File: src/fab_pkg.sv
`timescale 1ns / 1ps

package fab_pkg;

  localparam int AddrW    = 22;
  localparam int OutAddrW = 21;

  localparam logic [AddrW-1:0] HEAP_START_RESET = 22'h001000;

  typedef enum logic {
    CMD_ALLOC = 1'b0,
    CMD_FREE  = 1'b1
  } cmd_e;

  typedef enum logic [1:0] {
    STAT_OK        = 2'd0,
    STAT_NO_SPACE  = 2'd1,
    STAT_NOT_FOUND = 2'd2,
    STAT_FULL      = 2'd3
  } status_e;

  typedef enum logic [2:0] {
    IDX_HOLD  = 3'd0,
    IDX_ZERO  = 3'd1,
    IDX_INC   = 3'd2,
    IDX_DEC   = 3'd3,
    IDX_COUNT = 3'd4
  } idx_op_e;

  // Table read address relative to the next index.
  typedef enum logic [1:0] {
    RD_AT    = 2'd0,
    RD_BELOW = 2'd1,
    RD_ABOVE = 2'd2
  } rd_sel_e;

  typedef struct packed {
    logic    item_load;
    idx_op_e idx_op;
    rd_sel_e rd_sel;
    logic    slot_from_idx;
    logic    slot_from_cnt;
    logic    pos_step;
    logic    mem_we;
    logic    wr_new;
    logic    cnt_inc;
    logic    cnt_dec;
    logic    res_load;
    status_e res_status;
    logic    res_grant;
    logic    out_load;
  } fab_cmd_t;

  typedef struct packed {
    logic item_free;
    logic cnt_zero;
    logic cnt_full;
    logic fit_entry;
    logic fit_end;
    logic at_last;
    logic at_slot;
    logic addr_match;
    logic out_free;
  } fab_stat_t;

  // A gap that ends below the scan position holds only a zero-size block.
  function automatic logic gap_fits(input logic [AddrW:0]   pos,
                                    input logic [AddrW-1:0] limit,
                                    input logic [AddrW-1:0] need);
    logic [AddrW:0] lim_ext;
    lim_ext = {1'b0, limit};
    if (lim_ext < pos) begin
      return (need == '0);
    end
    return ((lim_ext - pos) >= {1'b0, need});
  endfunction

endpackage

File: src/fab_ctrl.sv
`timescale 1ns / 1ps

module fab_ctrl
  import fab_pkg::*;
(
  input  logic      clk_i,
  input  logic      rst_ni,
  input  logic      in_valid_i,
  output logic      in_ready_o,
  input  fab_stat_t stat_i,
  output fab_cmd_t  cmd_o
);

  typedef enum logic [7:0] {
    ST_IDLE   = 8'b0000_0001,
    ST_START  = 8'b0000_0010,
    ST_SCAN   = 8'b0000_0100,
    ST_FINAL  = 8'b0000_1000,
    ST_SHIFT  = 8'b0001_0000,
    ST_FSCAN  = 8'b0010_0000,
    ST_FSHIFT = 8'b0100_0000,
    ST_RESP   = 8'b1000_0000
  } state_e;

  state_e state_q, state_d;

  always_ff @(posedge clk_i or negedge rst_ni) begin
    if (!rst_ni) begin
      state_q <= ST_IDLE;
    end else begin
      state_q <= state_d;
    end
  end

  assign in_ready_o = (state_q == ST_IDLE);

  always_comb begin
    state_d = state_q;
    cmd_o   = '0;
    cmd_o.idx_op     = IDX_HOLD;
    cmd_o.rd_sel     = RD_AT;
    cmd_o.res_status = STAT_OK;
    case (state_q)
      ST_IDLE: begin
        if (in_valid_i) begin
          cmd_o.item_load = 1'b1;
          state_d = ST_START;
        end
      end
      ST_START: begin
        if (stat_i.item_free) begin
          if (stat_i.cnt_zero) begin
            cmd_o.res_load   = 1'b1;
            cmd_o.res_status = STAT_NOT_FOUND;
            state_d = ST_RESP;
          end else begin
            cmd_o.idx_op = IDX_ZERO;
            cmd_o.rd_sel = RD_AT;
            state_d = ST_FSCAN;
          end
        end else if (stat_i.cnt_full) begin
          cmd_o.res_load   = 1'b1;
          cmd_o.res_status = STAT_FULL;
          state_d = ST_RESP;
        end else if (stat_i.cnt_zero) begin
          state_d = ST_FINAL;
        end else begin
          cmd_o.idx_op = IDX_ZERO;
          cmd_o.rd_sel = RD_AT;
          state_d = ST_SCAN;
        end
      end
      ST_SCAN: begin
        if (stat_i.fit_entry) begin
          cmd_o.slot_from_idx = 1'b1;
          cmd_o.idx_op = IDX_COUNT;
          cmd_o.rd_sel = RD_BELOW;
          state_d = ST_SHIFT;
        end else begin
          cmd_o.pos_step = 1'b1;
          if (stat_i.at_last) begin
            state_d = ST_FINAL;
          end else begin
            cmd_o.idx_op = IDX_INC;
            cmd_o.rd_sel = RD_AT;
          end
        end
      end
      ST_FINAL: begin
        if (stat_i.fit_end) begin
          cmd_o.slot_from_cnt = 1'b1;
          cmd_o.idx_op = IDX_COUNT;
          cmd_o.rd_sel = RD_BELOW;
          state_d = ST_SHIFT;
        end else begin
          cmd_o.res_load   = 1'b1;
          cmd_o.res_status = STAT_NO_SPACE;
          state_d = ST_RESP;
        end
      end
      ST_SHIFT: begin
        // Entries move up one place from the top down; the new entry lands last.
        cmd_o.mem_we = 1'b1;
        if (stat_i.at_slot) begin
          cmd_o.wr_new     = 1'b1;
          cmd_o.cnt_inc    = 1'b1;
          cmd_o.res_load   = 1'b1;
          cmd_o.res_status = STAT_OK;
          cmd_o.res_grant  = 1'b1;
          state_d = ST_RESP;
        end else begin
          cmd_o.idx_op = IDX_DEC;
          cmd_o.rd_sel = RD_BELOW;
        end
      end
      ST_FSCAN: begin
        if (stat_i.addr_match) begin
          cmd_o.idx_op = IDX_HOLD;
          cmd_o.rd_sel = RD_ABOVE;
          state_d = ST_FSHIFT;
        end else if (stat_i.at_last) begin
          cmd_o.res_load   = 1'b1;
          cmd_o.res_status = STAT_NOT_FOUND;
          state_d = ST_RESP;
        end else begin
          cmd_o.idx_op = IDX_INC;
          cmd_o.rd_sel = RD_AT;
        end
      end
      ST_FSHIFT: begin
        if (stat_i.at_last) begin
          cmd_o.cnt_dec    = 1'b1;
          cmd_o.res_load   = 1'b1;
          cmd_o.res_status = STAT_OK;
          state_d = ST_RESP;
        end else begin
          cmd_o.mem_we = 1'b1;
          cmd_o.idx_op = IDX_INC;
          cmd_o.rd_sel = RD_ABOVE;
        end
      end
      ST_RESP: begin
        if (stat_i.out_free) begin
          cmd_o.out_load = 1'b1;
          state_d = ST_IDLE;
        end
      end
      default: begin
        state_d = ST_IDLE;
      end
    endcase
  end

endmodule

File: src/fab_dpath.sv
`timescale 1ns / 1ps

module fab_dpath
  import fab_pkg::*;
#(
  parameter int MAX_BLOCKS = 32
) (
  input  logic                clk_i,
  input  logic                rst_ni,
  input  logic [AddrW-1:0]    heap_start_i,
  input  logic [AddrW-1:0]    heap_end_i,
  input  logic                cmd_i,
  input  logic [AddrW-1:0]    request_size_i,
  input  logic [OutAddrW-1:0] block_address_i,
  output logic [OutAddrW-1:0] granted_address_o,
  output logic [1:0]          status_o,
  output logic                out_valid_o,
  input  logic                out_ready_i,
  input  fab_cmd_t            ctl_i,
  output fab_stat_t           stat_o
);

  localparam int IW = $clog2(MAX_BLOCKS + 1);
  localparam int AW = (MAX_BLOCKS > 1) ? $clog2(MAX_BLOCKS) : 1;
  localparam int EW = 2 * AddrW;

  cmd_e                cmd_q;
  logic [AddrW-1:0]    size_q;
  logic [OutAddrW-1:0] addr_q;
  logic [AddrW:0]      pos_q, pos_d;
  logic [IW-1:0]       idx_q, idx_d;
  logic [IW-1:0]       slot_q;
  logic [IW-1:0]       cnt_q;
  logic [IW-1:0]       rd_idx;
  logic [AW-1:0]       raddr;
  logic [AW-1:0]       waddr;
  logic [EW-1:0]       wdata;
  logic [EW-1:0]       mem_q [MAX_BLOCKS];
  logic [EW-1:0]       rdata_q;
  logic [AddrW-1:0]    ent_start;
  logic [AddrW-1:0]    ent_len;
  logic [AddrW:0]      blk_end;
  status_e             res_status_q;
  logic [OutAddrW-1:0] res_grant_q;
  logic                out_valid_q;
  status_e             out_status_q;
  logic [OutAddrW-1:0] out_addr_q;

  assign ent_start = rdata_q[EW-1:AddrW];
  assign ent_len   = rdata_q[AddrW-1:0];
  assign blk_end   = {1'b0, ent_start} + {1'b0, ent_len};

  always_comb begin
    case (ctl_i.idx_op)
      IDX_HOLD:  idx_d = idx_q;
      IDX_ZERO:  idx_d = '0;
      IDX_INC:   idx_d = idx_q + 1'b1;
      IDX_DEC:   idx_d = idx_q - 1'b1;
      IDX_COUNT: idx_d = cnt_q;
      default:   idx_d = idx_q;
    endcase
  end

  // The read is registered, so the address follows the next index.
  always_comb begin
    case (ctl_i.rd_sel)
      RD_AT:    rd_idx = idx_d;
      RD_BELOW: rd_idx = idx_d - 1'b1;
      RD_ABOVE: rd_idx = idx_d + 1'b1;
      default:  rd_idx = idx_d;
    endcase
  end

  assign raddr = rd_idx[AW-1:0];
  assign waddr = idx_q[AW-1:0];
  assign wdata = ctl_i.wr_new ? {pos_q[AddrW-1:0], size_q} : rdata_q;

  always_ff @(posedge clk_i) begin
    if (ctl_i.mem_we) begin
      mem_q[waddr] <= wdata;
    end
    rdata_q <= mem_q[raddr];
  end

  always_comb begin
    pos_d = pos_q;
    if (ctl_i.item_load) begin
      pos_d = {1'b0, heap_start_i};
    end else if (ctl_i.pos_step && (blk_end > pos_q)) begin
      pos_d = blk_end;
    end
  end

  always_ff @(posedge clk_i) begin
    if (ctl_i.item_load) begin
      cmd_q  <= cmd_e'(cmd_i);
      size_q <= request_size_i;
      addr_q <= block_address_i;
    end
    pos_q <= pos_d;
    if (ctl_i.res_load) begin
      res_status_q <= ctl_i.res_status;
      res_grant_q  <= ctl_i.res_grant ? pos_q[OutAddrW-1:0] : '0;
    end
    if (ctl_i.out_load) begin
      out_status_q <= res_status_q;
      out_addr_q   <= res_grant_q;
    end
  end

  always_ff @(posedge clk_i or negedge rst_ni) begin
    if (!rst_ni) begin
      idx_q       <= '0;
      slot_q      <= '0;
      cnt_q       <= '0;
      out_valid_q <= 1'b0;
    end else begin
      idx_q <= idx_d;
      if (ctl_i.slot_from_idx) begin
        slot_q <= idx_q;
      end else if (ctl_i.slot_from_cnt) begin
        slot_q <= cnt_q;
      end
      if (ctl_i.cnt_inc) begin
        cnt_q <= cnt_q + 1'b1;
      end else if (ctl_i.cnt_dec) begin
        cnt_q <= cnt_q - 1'b1;
      end
      if (ctl_i.out_load) begin
        out_valid_q <= 1'b1;
      end else if (out_ready_i) begin
        out_valid_q <= 1'b0;
      end
    end
  end

  assign stat_o.item_free  = (cmd_q == CMD_FREE);
  assign stat_o.cnt_zero   = (cnt_q == '0);
  assign stat_o.cnt_full   = (cnt_q == IW'(MAX_BLOCKS));
  assign stat_o.fit_entry  = gap_fits(pos_q, ent_start, size_q);
  assign stat_o.fit_end    = gap_fits(pos_q, heap_end_i, size_q);
  assign stat_o.at_last    = (idx_q == (cnt_q - 1'b1));
  assign stat_o.at_slot    = (idx_q == slot_q);
  assign stat_o.addr_match = (ent_start == {1'b0, addr_q});
  assign stat_o.out_free   = !out_valid_q || out_ready_i;

  assign granted_address_o = out_addr_q;
  assign status_o          = out_status_q;
  assign out_valid_o       = out_valid_q;

endmodule

File: src/first_fit_block_allocator_core.sv
`timescale 1ns / 1ps
// One item is in work at a time: the next is accepted only once its result has moved from the
// result register to the output register, and that move waits while the output is still held.
// Reset is asynchronous, active low: bounds return to their defaults and the table empties.

module first_fit_block_allocator_core
  import fab_pkg::*;
#(
  parameter int MAX_BLOCKS = 32,
  parameter int RAM_BYTES  = 2097152
) (
  input  logic                clk_i,
  input  logic                rst_ni,
  input  logic                in_valid_i,
  output logic                in_ready_o,
  input  logic                cmd_i,
  input  logic [AddrW-1:0]    request_size_i,
  input  logic [OutAddrW-1:0] block_address_i,
  output logic                out_valid_o,
  input  logic                out_ready_i,
  output logic [OutAddrW-1:0] granted_address_o,
  output logic [1:0]          status_o,
  input  logic                psel,
  input  logic                penable,
  input  logic                pwrite,
  input  logic [2:0]          paddr,
  input  logic [31:0]         pwdata,
  output logic [31:0]         prdata,
  output logic                pready
);

  localparam logic [AddrW-1:0] HeapEndReset = AddrW'(RAM_BYTES % 4194304);

  logic [AddrW-1:0] heap_start_q;
  logic [AddrW-1:0] heap_end_q;
  logic             cfg_wr;
  fab_cmd_t         ctl;
  fab_stat_t        stat;

  assign pready = 1'b1;
  assign cfg_wr = psel && penable && pwrite;

  always_ff @(posedge clk_i or negedge rst_ni) begin
    if (!rst_ni) begin
      heap_start_q <= HEAP_START_RESET;
      heap_end_q   <= HeapEndReset;
    end else if (cfg_wr) begin
      if (paddr[2]) begin
        heap_end_q <= pwdata[AddrW-1:0];
      end else begin
        heap_start_q <= pwdata[AddrW-1:0];
      end
    end
  end

  assign prdata = paddr[2] ? {{(32-AddrW){1'b0}}, heap_end_q}
                           : {{(32-AddrW){1'b0}}, heap_start_q};

  fab_ctrl u_ctrl (
    .clk_i      (clk_i),
    .rst_ni     (rst_ni),
    .in_valid_i (in_valid_i),
    .in_ready_o (in_ready_o),
    .stat_i     (stat),
    .cmd_o      (ctl)
  );

  fab_dpath #(
    .MAX_BLOCKS (MAX_BLOCKS)
  ) u_dpath (
    .clk_i             (clk_i),
    .rst_ni            (rst_ni),
    .heap_start_i      (heap_start_q),
    .heap_end_i        (heap_end_q),
    .cmd_i             (cmd_i),
    .request_size_i    (request_size_i),
    .block_address_i   (block_address_i),
    .granted_address_o (granted_address_o),
    .status_o          (status_o),
    .out_valid_o       (out_valid_o),
    .out_ready_i       (out_ready_i),
    .ctl_i             (ctl),
    .stat_o            (stat)
  );

endmodule

File: config.mk
export PLATFORM = sky130hd
export DESIGN_NAME = first_fit_block_allocator_core
export DESIGN_NICKNAME = d
export VERILOG_FILES = /design/src/fab_pkg.sv /design/src/fab_ctrl.sv /design/src/fab_dpath.sv /design/src/first_fit_block_allocator_core.sv
export SDC_FILE = /design/constraint.sdc
export NUM_CORES = 2
export LEC_CHECK = 0
export ABC_CLOCK_PERIOD_IN_PS = 8300
export BUFFER_PORTS_ARGS = -buffer_cell sky130_fd_sc_hd__buf_4
export CAP_MARGIN = 20
export CORE_MARGIN = 2
export CORE_UTILIZATION = 50
export DETAILED_ROUTE_END_ITERATION = 7
export PLACE_DENSITY = 0.79
export SYNTH_ARGS = -nofsm -noshare
export SYNTH_HDL_FRONTEND = slang
export SYNTH_HIERARCHICAL = 1
export SYNTH_SLANG_ARGS = --single-unit
File: constraint.sdc
create_clock -name clk_i -period 8.3 [get_ports clk_i]
set_input_delay 0.415 -clock clk_i [delete_from_list [all_inputs] [get_ports clk_i]]
set_output_delay 0.415 -clock clk_i [all_outputs]
set_load 0.05 [all_outputs]
==> run metrics <==
Slowest Stage Delay on Critical Path=550 ps; Final Util=0.609; Finished Layout Cells=~6300; clock slew at reported path FFs=~70 ps; die area=between 100000 and 150000 µm²; Routed Antenna Nets=0; Root Buffer=clkbuf_16; gr usage total=0.294; run status=finished with violations; unrepaired setup endpoints after global routing=true; CP arrival=9150 ps; largest net degree at the start of global routing=64; Post-synth ARST share=0.0434; Crit Path Max Fanout=7; class of the worst hold path=in -> async; Crit path buffers/inverters=8; violated checks=setup timing; Initial Util=0.503; wirelength, routed=between 200000 and 250000 µm; post-synth design cell area=just under 70000 µm²; GRT overflow=0; Finished Cell Area=82300 µm²; synthesis-stage register bit count=around 1600; layout cell share with drive strength beyond 1=0.324; global-route wire length before repair=292000 µm; Die H=373 µm; area grow syn2layout=20.9%; Setup crit end kind=flop; EDFF count, synth=1520; H-tree levels=4; fin worst setup slack=-182 ps; final worst-path cycle share=1.02; Nets=~4700; maximum VDD drop=0.202 mV; first drt pass iteration count=6; multiplexer share of the synthesized area=0.142; Routed wire per std cell=34.3 µm; core region area=135000 µm²; Critical Path Start Type=flop; Power Density=282 nW/µm²; synthesized netlist cell count=3843; DRC violations left=0; number of global-route vias before repair=just over 40000; Die Width=373 µm; Max Slew Vio Count=0; FP Rows=135; placed cell count=5863; Vias=42100; R2R cell count=40; Setup TNS=-4440 ps; MaxCap Viol Count=0; Worst Max-Slew Pin Slew=1280 ps; synthesized-area fraction occupied by adder cells=0.0279; DRT iter0 DRCs=a little under 8000; vias per inst=6.64; clock sinks=1636; leakage=between 20 and 30 nW; Simple-Gate Fraction of Synth Area=0.0508; clock skew=34.6 ps; Final Hold Fails=0; post-DP HPWL=roughly 110000 µm; TritonCTS Buffers=155; slew margin rel.=0.146; shortest period the worst path allows=about 8500 ps; initial antenna violation count=7; ys flop type=edfxtp_1; synth warn=6; Max Root-Sink Buffers=3; Worst-Skew Late Latency=820 ps; Netlist cell types=78; Post-DP Area=roughly 74000 µm²; IO Port Bufs=120; Worst path top cell family by delay=compound AO/OA/AOI/OAI gates; critical path depth=40; CP required=8970 ps; GP Congestion=0.935; register area share after synthesis=0.710; Critical Setup Path Class=reg -> reg; top-level port count=144; total power=roughly 23 mW; fmax=118 MHz; Critical-path top delay cell=fa_2; TritonCTS clock tree=yes; xor and xnor fraction of the mapped netlist area=0.0138; setup violators final=42; post-synthesis compound-gate area fraction=0.0391; largest family of logic cells by synthesized area=multiplexers; syn avg cell area=approximately 18 µm²
[cell type report]
class	count	area, µm²
clock inverters	88	928
fillers	8753	53000
multi-input cells	1961	19700
flip-flops and latches	1636	48300
repair buffers	604	6690
clock buffers	201	4200
diodes	2	5.00
well taps	1781	2230
inverters	69	262
[worst paths after layout]
path	start	endpoint	slack [ps]
worst max-delay path	u_dpath/pos_q[1]$_DFFE_PP_	u_dpath/rdata_q[7]$_DFF_P_	-180
worst min-delay path	rst_ni	u_dpath/cnt_q[3]$_DFFE_PN0P_	40
worst max register to register	u_dpath/pos_q[1]$_DFFE_PP_	u_dpath/rdata_q[7]$_DFF_P_	-180
worst min register to register	u_dpath/res_grant_q[17]$_SDFFCE_PN0P_	u_dpath/granted_address_o[17]$_DFFE_PP_	420
max in group asynchronous	rst_ni	heap_start_q[1]$_DFFE_PN0P_	7260
min in group clk_i	block_address_i[9]	u_dpath/addr_q[9]$_DFFE_PP_	320
[Yosys cell counts, types with 24 or more instances]
master / instances / area share
a21oi_1: 249 / 0.018
xnor2_1: 62 / 0.0080
or4_1: 49 / 0.0054
and2_1: 24 / 0.0022
mux4_2: 352 / 0.12
dfxtp_1: 45 / 0.013
buf_4: 28 / 0.0031
buf_2: 40 / 0.0029
xor2_1: 45 / 0.0058
nor2_1: 93 / 0.0051
o21ai_0: 57 / 0.0042
nor3_1: 29 / 0.0021
clkbuf_1: 108 / 0.0060
nand2_1: 414 / 0.023
dfrtp_1: 68 / 0.025
inv_1: 69 / 0.0038
ha_1: 144 / 0.026
a21o_1: 53 / 0.0058
mux2_2: 112 / 0.019
edfxtp_1: 1520 / 0.67
[per-layer routing]
| layer | vias to the layer above | GRT usage | share of wire |
|---|---|---|---|
| li1 | 16400 | - | - |
| met1 | 20700 | 0.363 | 0.31 |
| met2 | 3907 | 0.463 | 0.46 |
| met3 | 1082 | 0.0775 | 0.15 |
| met4 | 2 | 0.185 | 0.087 |
| met5 | - | 0.00210 | 0.000069 |
[worst register-to-register path, delay by kind of cell (launching register included)]
family | cells | cell delay [ps]
AOI/OAI and AO/OA | 16 | 2830
adders and majority gates | 4 | 1460
muxes | 2 | 570
DFF | 1 | 420
buffers and inverters | 8 | 1280
and+or+nand+nor | 9 | 1570
xor gates and xnor gates | 1 | 190
[cell families (layout without fill, tap and decap cells)]
| logic type | count (synthesis) | count (layout) |
|---|---|---|
| other cells | 2 | 13 |
| xor+xnor | 107 | 107 |
| fa+ha+maj | 149 | 149 |
| buf+inv | 259 | 962 |
| flops | 1636 | 1636 |
| simple gates | 740 | 740 |
| compound gates | 451 | 451 |
| mux | 499 | 503 |
[registers in the layout, indices dropped and copies added, names as in the netlist, 2 cells and up]
name                       count
u_dpath/cnt_q                  6
u_dpath/size_q                22
u_dpath/mem_q               1408
u_ctrl/state_q                 8
u_dpath/granted_address_o     21
u_dpath/status_o               2
heap_start_q                  22
u_dpath/res_status_q           2
u_dpath/slot_q                 6
u_dpath/idx_q                  6
heap_end_q                    22
u_dpath/res_grant_q           21
u_dpath/pos_q                 23
u_dpath/addr_q                21
u_dpath/rdata_q               44
[cell usage in the layout, fill, tap and decap left out, types with 53 or more instances in the layout]
master	Yosys	final
edfxtp_1	1520	1520
buf_4	28	354
mux4_2	352	352
nand2_1	414	344
a21oi_1	249	201
clkbuf_16	0	178
ha_1	144	139
mux2_2	112	111
buf_12	0	86
dlygate4sd3_1	0	69
dfrtp_1	68	68
inv_1	69	65
nand2_2	0	63
xnor2_1	62	60
nor2_1	93	59
a21o_1	53	53
[power breakdown]
group          total, mW  leakage, nW  internal (mW)  switching, mW
combinational       5.88         11.4           2.62           3.26
clock               7.28         2.49           4.07           3.21
sequential          10.1         15.0           9.71          0.367
[stage by stage]
step / setup slack [ps] / hold slack [ps]
floorplan: 3.90 / 119
global placement: -475 / 316
detailed placement: -543 / 320
CTS: -23.3 / 38.4
global route: -483 / 83.9
finish: -182 / 42.4
[repair_timing]
item,CTS,global route
hold buffers,69,0
pin swaps,36,105
setup endpoints to repair,44,44
gates resized for setup,76,223
cloned,12,23
endpoints found under the hold margin,110,0
buffers inserted,30,65
Note: power is estimated with default switching activity, not from simulation.
